--- config.mk ---
export PLATFORM = sky130hd
export DESIGN_NAME = pair_sum_enumerate_flat
export DESIGN_NICKNAME = d
export VERILOG_FILES = /design/src/sv/psenum_pkg.sv /design/src/sv/psenum_req_if.sv /design/src/sv/psenum_rsp_if.sv /design/src/sv/pair_sum_enumerate.sv /design/src/sv/psenum_cell.sv /design/src/flat_wrapper.sv
export SDC_FILE = /design/constraint.sdc
export NUM_CORES = 1
export LEC_CHECK = 0
export BUFFER_PORTS_ARGS = -buffer_cell sky130_fd_sc_hd__buf_2
export CAP_MARGIN = 20
export CORE_UTILIZATION = 45
export DETAILED_ROUTE_END_ITERATION = 10
export PLACE_DENSITY_LB_ADDON = 0.12
export SETUP_SLACK_MARGIN = 0.1
export SLEW_MARGIN = 20
export SYNTH_ARGS = -nofsm -noshare
export SYNTH_HDL_FRONTEND = slang
export SYNTH_SLANG_ARGS = --single-unit
--- constraint.sdc ---
create_clock -name clock -period 5.67 [get_ports clock]
set_clock_uncertainty 0.1 [all_clocks]
set_input_delay 1.134 -clock clock [delete_from_list [all_inputs] [get_ports clock]]
set_output_delay 1.134 -clock clock [all_outputs]
set_load 0.01 [all_outputs]
--- src/sv/psenum_pkg.sv ---
`timescale 1ns / 1ps
// Shared types for the pair-sum enumerator.
// No dependencies; imported by the cell and the top level.
package psenum_pkg;

   // Per-cycle command broadcast to every cell of the chain.
   typedef struct packed {
      logic load;    // sorted insert of the incoming word
      logic pop;     // shift toward the head, head drops out
      logic rotate;  // shift toward the head, head wraps to the tail
   } cell_ctl_type;

endpackage

--- src/sv/psenum_req_if.sv ---
`timescale 1ns / 1ps
// Input channel: one element word per handshake.
// No dependencies.
interface psenum_req_if #(
   parameter int ELEM_WIDTH = 16
);
   logic                  valid;
   logic                  ready;
   logic [ELEM_WIDTH-1:0] element_value;
   logic                  is_last;

   modport source (output valid, output element_value, output is_last, input ready);
   modport sink   (input valid, input element_value, input is_last, output ready);
endinterface

--- src/sv/psenum_rsp_if.sv ---
`timescale 1ns / 1ps
// Result channel: one reported pair per handshake.
// No dependencies.
interface psenum_rsp_if #(
   parameter int ELEM_WIDTH = 16
);
   logic                  valid;
   logic                  ready;
   logic [ELEM_WIDTH-1:0] pair_low;
   logic [ELEM_WIDTH-1:0] pair_high;
   logic                  found;
   logic                  dropped;
   logic                  last_pair;

   modport source (output valid, output pair_low, output pair_high, output found,
                   output dropped, output last_pair, input ready);
   modport sink   (input valid, input pair_low, input pair_high, input found,
                   input dropped, input last_pair, output ready);
endinterface

--- src/sv/pair_sum_enumerate.sv ---
`timescale 1ns / 1ps
// Pair-sum enumerator. Element words are taken one per cycle and insertion-sorted
// on arrival in a chain of MAX_ELEMS cells. The last word starts a walk that pops
// the chain head in turn as a pair's low side and rotates the remaining elements
// once past it; result words leave during the walk, and a stalled result port
// stalls the walk. No word is taken while the walk runs.
// Reset (synchronous): store empty, overflow flag clear, target_sum = 0.
module pair_sum_enumerate
   import psenum_pkg::*;
#(
   parameter int MAX_ELEMS  = 8,
   parameter int ELEM_WIDTH = 16
) (
   input  logic                  clock,
   input  logic                  reset,
   psenum_req_if.sink            req_chan,
   psenum_rsp_if.source          rsp_chan,
   input  logic                  csr_we,
   input  logic [ELEM_WIDTH:0]   csr_wdata
);

   localparam int SUM_W = ELEM_WIDTH + 1;
   localparam int CW    = $clog2(MAX_ELEMS + 1);

   typedef enum logic [1:0] {
      S_LOAD,   // collecting words
      S_POP,    // take chain head as the pair's low side
      S_SCAN,   // rotate remaining elements past the held low side
      S_FLUSH   // emit the held (final) result or the no-match word
   } state_type;

   // Control and payload registers
   state_type             state_ff,     state_in;
   logic [CW-1:0]         cnt_ff,       cnt_in;
   logic [CW-1:0]         rem_ff,       rem_in;
   logic                  ovf_ff,       ovf_in;
   logic                  drop_ff,      drop_in;
   logic [SUM_W-1:0]      tgt_ff,       tgt_in;
   logic [ELEM_WIDTH-1:0] a_ff,         a_in;
   logic                  pend_vld_ff,  pend_vld_in;
   logic [ELEM_WIDTH-1:0] pend_lo_ff,   pend_lo_in;
   logic [ELEM_WIDTH-1:0] pend_hi_ff,   pend_hi_in;
   logic                  rsp_vld_ff,   rsp_vld_in;
   logic [ELEM_WIDTH-1:0] rsp_lo_ff,    rsp_lo_in;
   logic [ELEM_WIDTH-1:0] rsp_hi_ff,    rsp_hi_in;
   logic                  rsp_found_ff, rsp_found_in;
   logic                  rsp_drop_ff,  rsp_drop_in;
   logic                  rsp_last_ff,  rsp_last_in;

   cell_ctl_type          ctl;
   logic [ELEM_WIDTH-1:0] cell_val [MAX_ELEMS];
   logic [MAX_ELEMS-1:0]  cell_gt;
   logic [ELEM_WIDTH-1:0] head;
   logic [SUM_W-1:0]      pair_sum;
   logic                  match;
   logic                  out_free;
   logic                  req_fire;
   logic                  full;

   assign head     = cell_val[0];
   assign pair_sum = {a_ff[ELEM_WIDTH-1], a_ff} + {head[ELEM_WIDTH-1], head};
   assign match    = (pair_sum == tgt_ff);
   assign out_free = !rsp_vld_ff || rsp_chan.ready;
   assign req_fire = req_chan.valid && req_chan.ready;
   assign full     = (cnt_ff == CW'(MAX_ELEMS));

   assign req_chan.ready     = (state_ff == S_LOAD);
   assign rsp_chan.valid     = rsp_vld_ff;
   assign rsp_chan.pair_low  = rsp_lo_ff;
   assign rsp_chan.pair_high = rsp_hi_ff;
   assign rsp_chan.found     = rsp_found_ff;
   assign rsp_chan.dropped   = rsp_drop_ff;
   assign rsp_chan.last_pair = rsp_last_ff;

   // Chain of cells. Cell 0 is the head; values stay sorted ascending from it.
   for (genvar k = 0; k < MAX_ELEMS; k++) begin : g_cell
      logic [ELEM_WIDTH-1:0] left_v;
      logic                  left_g;
      logic [ELEM_WIDTH-1:0] right_v;

      if (k == 0) begin : g_first
         assign left_v = req_chan.element_value;
         assign left_g = 1'b0;
      end else begin : g_mid
         assign left_v = cell_val[k-1];
         assign left_g = cell_gt[k-1];
      end
      if (k == MAX_ELEMS - 1) begin : g_end
         assign right_v = cell_val[k];
      end else begin : g_inner
         assign right_v = cell_val[k+1];
      end

      psenum_cell #(
         .ELEM_WIDTH (ELEM_WIDTH)
      ) u_cell (
         .clock       (clock),
         .ctl         (ctl),
         .occupied    (cnt_ff > CW'(k)),
         .is_tail     (cnt_ff == CW'(k + 1)),
         .ins_value   (req_chan.element_value),
         .left_value  (left_v),
         .left_gt     (left_g),
         .right_value (right_v),
         .head_value  (head),
         .value       (cell_val[k]),
         .gt          (cell_gt[k])
      );
   end

   // Matches are held back one step so the final one can carry last_pair.
   always_comb begin
      state_in     = state_ff;
      cnt_in       = cnt_ff;
      rem_in       = rem_ff;
      ovf_in       = ovf_ff;
      drop_in      = drop_ff;
      tgt_in       = csr_we ? csr_wdata : tgt_ff;
      a_in         = a_ff;
      pend_vld_in  = pend_vld_ff;
      pend_lo_in   = pend_lo_ff;
      pend_hi_in   = pend_hi_ff;
      rsp_vld_in   = rsp_chan.ready ? 1'b0 : rsp_vld_ff;
      rsp_lo_in    = rsp_lo_ff;
      rsp_hi_in    = rsp_hi_ff;
      rsp_found_in = rsp_found_ff;
      rsp_drop_in  = rsp_drop_ff;
      rsp_last_in  = rsp_last_ff;
      ctl          = '0;

      unique case (state_ff)
         S_LOAD: begin
            if (req_fire) begin
               if (!full) begin
                  ctl.load = 1'b1;
                  cnt_in   = cnt_ff + CW'(1);
               end
               if (req_chan.is_last) begin
                  drop_in     = ovf_ff || full;
                  ovf_in      = 1'b0;
                  pend_vld_in = 1'b0;
                  state_in    = S_POP;
               end else begin
                  ovf_in = ovf_ff || full;
               end
            end
         end
         S_POP: begin
            if (cnt_ff <= CW'(1)) begin
               state_in = S_FLUSH;
            end else begin
               ctl.pop  = 1'b1;
               a_in     = head;
               cnt_in   = cnt_ff - CW'(1);
               rem_in   = cnt_ff - CW'(1);
               state_in = S_SCAN;
            end
         end
         S_SCAN: begin
            if (!(match && pend_vld_ff && !out_free)) begin
               ctl.rotate = 1'b1;
               if (match) begin
                  if (pend_vld_ff) begin
                     rsp_vld_in   = 1'b1;
                     rsp_lo_in    = pend_lo_ff;
                     rsp_hi_in    = pend_hi_ff;
                     rsp_found_in = 1'b1;
                     rsp_drop_in  = drop_ff;
                     rsp_last_in  = 1'b0;
                  end
                  pend_vld_in = 1'b1;
                  pend_lo_in  = a_ff;   // chain is sorted, so a_ff <= head
                  pend_hi_in  = head;
               end
               rem_in = rem_ff - CW'(1);
               if (rem_ff == CW'(1)) begin
                  state_in = S_POP;
               end
            end
         end
         S_FLUSH: begin
            if (out_free) begin
               rsp_vld_in   = 1'b1;
               rsp_lo_in    = pend_vld_ff ? pend_lo_ff : '0;
               rsp_hi_in    = pend_vld_ff ? pend_hi_ff : '0;
               rsp_found_in = pend_vld_ff;
               rsp_drop_in  = drop_ff;
               rsp_last_in  = 1'b1;
               pend_vld_in  = 1'b0;
               cnt_in       = '0;
               state_in     = S_LOAD;
            end
         end
         default: begin
            state_in = S_LOAD;
         end
      endcase
   end

   always_ff @(posedge clock) begin
      if (reset) begin
         state_ff    <= S_LOAD;
         cnt_ff      <= '0;
         rem_ff      <= '0;
         ovf_ff      <= 1'b0;
         drop_ff     <= 1'b0;
         tgt_ff      <= '0;
         pend_vld_ff <= 1'b0;
         rsp_vld_ff  <= 1'b0;
      end else begin
         state_ff    <= state_in;
         cnt_ff      <= cnt_in;
         rem_ff      <= rem_in;
         ovf_ff      <= ovf_in;
         drop_ff     <= drop_in;
         tgt_ff      <= tgt_in;
         pend_vld_ff <= pend_vld_in;
         rsp_vld_ff  <= rsp_vld_in;
      end
      a_ff         <= a_in;
      pend_lo_ff   <= pend_lo_in;
      pend_hi_ff   <= pend_hi_in;
      rsp_lo_ff    <= rsp_lo_in;
      rsp_hi_ff    <= rsp_hi_in;
      rsp_found_ff <= rsp_found_in;
      rsp_drop_ff  <= rsp_drop_in;
      rsp_last_ff  <= rsp_last_in;
   end

endmodule

--- src/sv/psenum_cell.sv ---
`timescale 1ns / 1ps
// One cell of the sorted element chain: holds one element.
// Depends on psenum_pkg.
module psenum_cell
   import psenum_pkg::*;
#(
   parameter int ELEM_WIDTH = 16
) (
   input  logic                  clock,
   input  cell_ctl_type          ctl,
   input  logic                  occupied,
   input  logic                  is_tail,
   input  logic [ELEM_WIDTH-1:0] ins_value,
   input  logic [ELEM_WIDTH-1:0] left_value,
   input  logic                  left_gt,
   input  logic [ELEM_WIDTH-1:0] right_value,
   input  logic [ELEM_WIDTH-1:0] head_value,
   output logic [ELEM_WIDTH-1:0] value,
   output logic                  gt
);

   logic [ELEM_WIDTH-1:0] value_ff;
   logic [ELEM_WIDTH-1:0] value_in;

   // Empty cells count as greater so the new word lands at the end of the run.
   assign gt    = !occupied || ($signed(value_ff) > $signed(ins_value));
   assign value = value_ff;

   always_comb begin
      value_in = value_ff;
      if (ctl.load) begin
         if (gt) begin
            value_in = left_gt ? left_value : ins_value;
         end
      end else if (ctl.pop) begin
         value_in = right_value;
      end else if (ctl.rotate) begin
         value_in = is_tail ? head_value : right_value;
      end
   end

   always_ff @(posedge clock) begin
      value_ff <= value_in;
   end

endmodule

--- src/flat_wrapper.sv ---
// flat-port wrapper written by rule: the top's interface ports become plain ports
module pair_sum_enumerate_flat import psenum_pkg::*;
#(
   parameter int MAX_ELEMS  = 8,
   parameter int ELEM_WIDTH = 16
)
  (clock, reset, csr_we, csr_wdata, req_chan_valid, req_chan_element_value, req_chan_is_last, req_chan_ready, rsp_chan_valid, rsp_chan_pair_low, rsp_chan_pair_high, rsp_chan_found, rsp_chan_dropped, rsp_chan_last_pair, rsp_chan_ready);
  psenum_req_if #(.ELEM_WIDTH(ELEM_WIDTH)) req_chan_i ();
  psenum_rsp_if #(.ELEM_WIDTH(ELEM_WIDTH)) rsp_chan_i ();
  input  logic clock;
  input  logic reset;
  input  logic csr_we;
  input  logic [ELEM_WIDTH:0] csr_wdata;
  input wire logic [$bits(req_chan_i.valid)-1:0] req_chan_valid;
  input wire logic [$bits(req_chan_i.element_value)-1:0] req_chan_element_value;
  input wire logic [$bits(req_chan_i.is_last)-1:0] req_chan_is_last;
  output wire logic [$bits(req_chan_i.ready)-1:0] req_chan_ready;
  output wire logic [$bits(rsp_chan_i.valid)-1:0] rsp_chan_valid;
  output wire logic [$bits(rsp_chan_i.pair_low)-1:0] rsp_chan_pair_low;
  output wire logic [$bits(rsp_chan_i.pair_high)-1:0] rsp_chan_pair_high;
  output wire logic [$bits(rsp_chan_i.found)-1:0] rsp_chan_found;
  output wire logic [$bits(rsp_chan_i.dropped)-1:0] rsp_chan_dropped;
  output wire logic [$bits(rsp_chan_i.last_pair)-1:0] rsp_chan_last_pair;
  input wire logic [$bits(rsp_chan_i.ready)-1:0] rsp_chan_ready;
  assign req_chan_i.valid = req_chan_valid;
  assign req_chan_i.element_value = req_chan_element_value;
  assign req_chan_i.is_last = req_chan_is_last;
  assign req_chan_ready = req_chan_i.ready;
  assign rsp_chan_valid = rsp_chan_i.valid;
  assign rsp_chan_pair_low = rsp_chan_i.pair_low;
  assign rsp_chan_pair_high = rsp_chan_i.pair_high;
  assign rsp_chan_found = rsp_chan_i.found;
  assign rsp_chan_dropped = rsp_chan_i.dropped;
  assign rsp_chan_last_pair = rsp_chan_i.last_pair;
  assign rsp_chan_i.ready = rsp_chan_ready;
  pair_sum_enumerate #(.MAX_ELEMS(MAX_ELEMS), .ELEM_WIDTH(ELEM_WIDTH)) u_core (.clock(clock), .reset(reset), .req_chan(req_chan_i), .rsp_chan(rsp_chan_i), .csr_we(csr_we), .csr_wdata(csr_wdata));
endmodule
After elaboration in Yosys (flattened, before gate mapping):

Cells that the tools add are included.

* bitwise logic cells: 2
* add/sub/neg operators: 4
* eq/ne operators: 32
* mux-type cells: 108
* $lt $le $gt $ge: 17
* reductions and logical operators: 48

Operators with widths (number)
* $mux W16: 57
* $gt A16 B16 Y1: 8
* $pmux W16 S2: 2
* $mux W1: 31
* $ne A2 B2 Y1 const B: 13
* $mux W4: 5
* $add A16 B16 Y17: 1
* $eq A17 B17 Y1: 1
* $eq A4 B3 Y1 const B: 4
* $gt A4 B3 Y1 const B: 4
* $reduce_and A2 Y1: 8
* $reduce_and A5 Y1: 3
* $pmux W4 S3: 1
* $reduce_and A3 Y1: 4
* $logic_not A1 Y1: 10
* $logic_or A1 B1 Y1: 10
* $mux W2: 5
* $ne A2 B1 Y1 const B: 5
* $reduce_bool A3 Y1: 3
* $eq A4 B1 Y1 const B: 2
* $eq A4 B2 Y1 const B: 2
* $gt A4 B1 Y1 const B: 2
* $gt A4 B2 Y1 const B: 2
* $pmux W1 S2: 4
* other kinds (16): 24

* bits of input ports: 39
* logic and storage cells: 235
* output and inout port bits: 37
* bits in registers: 242

Longest topological paths before layout:

* word-level depth: 9
* gate-level depth with buffers: 14
* mapped depth without buffers: 11

By module:

From an unflattened synthesis, not the netlist that was laid out.

* cells, all modules: 1715
* area total of the unflattened synthesis: 17276.6 sq um

By module, submodules not included
* psenum_cell (u_core.g_cell[0].u_cell ...): cells an instance 154, times used 6, sequential area each 480.5 sq um, area each 1475.2 sq um
* pair_sum_enumerate: cells an instance 477, times used 1, sequential area each 3113.0 sq um, area each 5475.3 sq um
* psenum_cell (u_core.g_cell[6].u_cell ...): cells an instance 157, times used 2, sequential area each 480.5 sq um, area each 1475.2 sq um

Worst setup path after synthesis:

OpenSTA, ideal clock, no wires.

* kind: register to register
* start: register u_core.g_cell[0].u_cell.value_ff[0]
* end: register u_core.rsp_drop_ff, in the netlist u_core.rsp_chan.dropped (enable)
* path buffers: 0
* setup time: 0.427 ns
* slack: 0.748 ns
* stages on the path, launching flop included: 12
* clock period less this slack: 4.922 ns
* data arrival time: 4.395 ns
* required time: 5.143 ns
* cells stage by stage: edfxtp_1 > ha_1 > fa_1 > a211oi_1 > nor2_1 > xnor2_1 > nor4_1 > nand4_1 > or4_4 > nor3_1 > a21oi_1 > nor2_1

* longest elaborated chain between the ends: 6
* elaborated cells between the ends (all ways): 7
* classes of those cells: add/sub: 1; eq/ne: 3; reduce/logical: 3

RTL lines
* start: declaration: RTL line psenum_cell.sv:22 `logic [ELEM_WIDTH-1:0] value_ff;`
* start signal: assignment: RTL line psenum_cell.sv:43 `value_ff <= value_in;`
* $add A16 B16 Y17 (*): RTL line pair_sum_enumerate.sv:61 `assign pair_sum = {a_ff[ELEM_WIDTH-1], a_ff} + {head[ELEM_WIDTH-1], head};`
* $eq A17 B17 Y1 (*): RTL line pair_sum_enumerate.sv:62 `assign match = (pair_sum == tgt_ff);`
* $logic_and A1 B1 Y1 (2 in series): RTL line pair_sum_enumerate.sv:160 `if (!(match && pend_vld_ff && !out_free)) begin`
* $ne A2 B2 Y1 (no line)
* $reduce_and A5 Y1 (no line) (*)
* end signal: assignment: RTL line pair_sum_enumerate.sv:226 `rsp_drop_ff <= rsp_drop_in;`
* end: declaration: RTL line pair_sum_enumerate.sv:47 `logic rsp_drop_ff, rsp_drop_in;`

Mark *: on every way between the ends. The rest lies on a longest branch, timed or not.
A chain may end at the register's enable or synchronous reset.

Worst setup path in the final report:

* start: register u_core.g_cell[0].u_cell.value_ff[0]
* end: register u_core.g_cell[4].u_cell.value_ff[14] (enable)

* longest elaborated chain between the ends: 8

RTL lines
* $add A16 B16 Y17: RTL line pair_sum_enumerate.sv:61
* $eq A17 B17 Y1: RTL line pair_sum_enumerate.sv:62
* $logic_and A1 B1 Y1 (2 in series): RTL line pair_sum_enumerate.sv:160
* $mux W1: RTL line pair_sum_enumerate.sv:160
* $mux W1: RTL line pair_sum_enumerate.sv:131 `unique case (state_ff)`
* $reduce_bool A3 Y1 (no line)
* $reduce_and A2 Y1 (no line)
* end signal: assignment: RTL line psenum_cell.sv:43
* end: declaration: RTL line psenum_cell.sv:22

No other way between the ends.

==> flow_metrics.tcl <==
set metrics [dict create \
    cts_made_buffers 29 \
    ys_seq_area_frac 0.435 \
    wire_per_inst_um 23.1 \
    yosys_warnings 0 \
    yosys_register_bits 242 \
    cts_resized 0 \
    gp_congestion 0.899 \
    status "finished clean" \
    max_stage_delay_ns 0.59 \
    cts.path.max_buffers 3 \
    grt_pass1_vias 12200 \
    cts_hold_buf 0 \
    met1_usage 0.361 \
    yosysMostFrequentCell "edfxtp_1" \
    drv_slew 0 \
    synth_edf_count 211 \
    synth_top_area_frac 0.397 \
    seqPwrFrac 0.337 \
    worst_ep_arrival_time_ns 4.98 \
    viasPerCell 6.05 \
    io_pins 76 \
    finalSetupViolations 0 \
    track_usage 0.265 \
    p_int_mw 6.15 \
    finalWorstSetupSlack_ns 0.770 \
    die_w_um 190 \
    multiInputGateArea_um2 8620 \
    diodes 0 \
    post-dp-hpwl_um 35000 \
    p_per_area_nw_per_um2 613 \
    clkTransAtPathRegs_ns 0.06 \
    p_switching_mw 4.75 \
    syn-num-nets 1733 \
    die_h_um 190 \
    ctsHtreeMaxLevel 1 \
    post_cts_buffers 0 \
    yosysUniqueCellTypes 71 \
    grt_antenna_before_repair 0 \
    avgSynthCellArea_um2 10.4 \
    worst-path-max-fanout 16 \
    grt_overflow 0 \
    timing.final.crit_share 0.864 \
    p_clk_frac 0.161 \
    p_leak_nw 7.19 \
    final_core_util 0.513 \
    path_buf_inv 0 \
    port_buffers 75 \
    routed_wl_um 47800 \
    synthCells 1543 \
    clock_latency_ns 0.58 \
    swShare 0.436 \
    drt-pass1-iter-count 5 \
    rows 68 \
    slew_headroom 0.262 \
    start_util 0.460 \
    setup_tns_ns 0 \
    async_reset_ff_frac 0 \
    ir_worst_vdd_v 0.000323 \
    die-area_um2 36300 \
    yosys.area.top_type "edfxtp_1" \
    rsz0062_at_grt "no" \
    grt_use_met2 0.434 \
    synth_area_leaders "edfxtp_1, ha_1, mux2i_1" \
    finalNetCount 1782 \
    layout-drive-gt1-share 0.178 \
    synth_area_um2 16000 \
    slowest_stage "nor4b_4" \
    gr-usage-met3 0.0350 \
    coreArea_um2 34700 \
    cts_num_sinks 242 \
    hold_viol_final 0 \
    path_class "register to register" \
    vias 12500 \
    ys_dominant_reg_cell "edfxtp_1" \
    yosys-top-cells-count "edfxtp_1, ha_1, nand2_1, o21ai_0, nor2_1" \
    areaGrowthSynthToFinish_pct 11.4 \
    hp-class "register to register" \
    endpoint_kind "register" \
    grt_max_degree 197 \
    crit_family "compound AO/OA/AOI/OAI gates" \
    maxCapViolCount 0 \
    pwr-share-comb 0.502 \
    drtIter0Drc 954 \
    max_freq_mhz 204 \
    fin_crit_ns 4.90 \
    cts-root-buf "clkbuf_16" \
    ant_nets 0 \
    cts_tree "done" \
    cp-start-kind "register" \
    worstPathCellList "ha_1 > fa_1 > a211oi_1 > nor2_1 > o21ai_0 > mux2i_1 > nand4_1 > or4_4 > nor4b_4 > o21ai_2 > a21o_1" \
    grt.busiest_layer "met2" \
    grt_pass1_wl_um 73200 \
    nFillCells 3188 \
    worst_pin_slew_ns 1.10 \
    dp_slack_ns 0.757 \
    crit_required_ns 5.75 \
    seqCellArea_um2 6960 \
    drc 0 \
]
==> logic make-up (layout without fill, tap and decap cells) <==
kind of cell | Yosys count | in the layout | synth area share
buffers and inverters | 124 | 196 | 0.0303
muxes | 175 | 175 | 0.116
adders and majority gates | 151 | 151 | 0.119
and+or+nand+nor | 485 | 485 | 0.147
AOI/OAI and AO/OA | 342 | 342 | 0.140
DFF | 242 | 242 | 0.435
xor gates and xnor gates | 24 | 24 | 0.0132
==> layer usage <==
metal | share of wire | up-vias
li1 | - | 5879
met1 | 0.44 | 6093
met2 | 0.46 | 460
met3 | 0.062 | 87
met4 | 0.031 | 0
met5 | 0 | -
==> power groups by stage <==
stage / Sequential, mW / Combinational, mW / Clock [mW]
detailed placement: 3.68 / 5.39 / 0
finish: 3.68 / 5.48 / 1.76
CTS: 3.65 / 5.42 / 1.79
floorplan: 3.38 / 3.84 / 0
global route: 3.72 / 6.01 / 1.85
global placement: 3.67 / 5.33 / 0
==> through the flow <==
| step | hold WS (ns) | power (mW) | cells | instance area (um^2) |
|---|---|---|---|---|
| floorplan | 0.309 | 7.22 | 1543 | 16000 |
| global route | 0.371 | 11.6 | 2070 | 17800 |
| finish | 0.355 | 10.9 | 2070 | 17800 |
| CTS | 0.355 | 10.9 | 2070 | 17800 |
| detailed placement | 0.340 | 9.07 | 2016 | 16900 |
| global placement | 0.340 | 9.00 | 2016 | 16900 |
==> cells in the final DEF (no fill, tap or decap), drive strengths merged, types with 6 or more instances in the layout <==
cell and n:
a211o 8, a211oi 6, a21o 28, a21oi 79
and2 34, buf 111, clkbuf 33, clkinv 16
dfxtp 31, edfxtp 211, ha 150, inv 32
mux2 77, mux2i 98, nand2 135, nand2b 10
nand3 15, nand4 25, nor2 102, nor2b 19
nor3 96, o211ai 10, o21a 29, o21ai 117
o221a 17, or2 20, xnor2 17, xor2 7
==> flip-flops by register name, indices dropped and copies added, names as in the netlist <==
register                    flops
u_core.pend_hi_ff              16
u_core.cnt_ff                   4
u_core.g_cell.u_cell.value    128
u_core.ovf_ff                   1
u_core.tgt_ff                  17
u_core.state_ff                 2
u_core.drop_ff                  1
u_core.rem_ff                   4
u_core.rsp_chan.last_pair       1
u_core.rsp_chan.pair_high      16
u_core.rsp_chan.dropped         1
u_core.rsp_chan.pair_low       16
u_core.rsp_chan.found           1
u_core.pend_vld_ff              1
u_core.pend_lo_ff              16
u_core.rsp_chan.valid           1
u_core.a_ff                    16
==> final timing paths <==
kind	cells after the start	end	startpoint	slack [ns]
hold reg to reg	0	u_core.rsp_chan.dropped$_DFFE_PP_	u_core.drop_ff$_SDFFE_PP0P_	0.35
hold / removal	0	u_core.rsp_chan.dropped$_DFFE_PP_	u_core.drop_ff$_SDFFE_PP0P_	0.35
setup / recovery	11	u_core.g_cell[4].u_cell.value[14]$_DFFE_PP_	u_core.g_cell[0].u_cell.value[0]$_DFFE_PP_	0.77
setup reg to reg	11	u_core.g_cell[4].u_cell.value[14]$_DFFE_PP_	u_core.g_cell[0].u_cell.value[0]$_DFFE_PP_	0.77
==> area by class of cell <==
| cell class | count | share of cell area |
|---|---|---|
| tap | 455 | 0.0320 |
| multi-input combinational | 1177 | 0.484 |
| inverter | 31 | 0.00654 |
| clock buffer | 33 | 0.0416 |
| sequential | 242 | 0.391 |
| timing repair buffer | 111 | 0.0370 |
| clock inverter | 21 | 0.00801 |
Power figures use the tool's default switching activity.
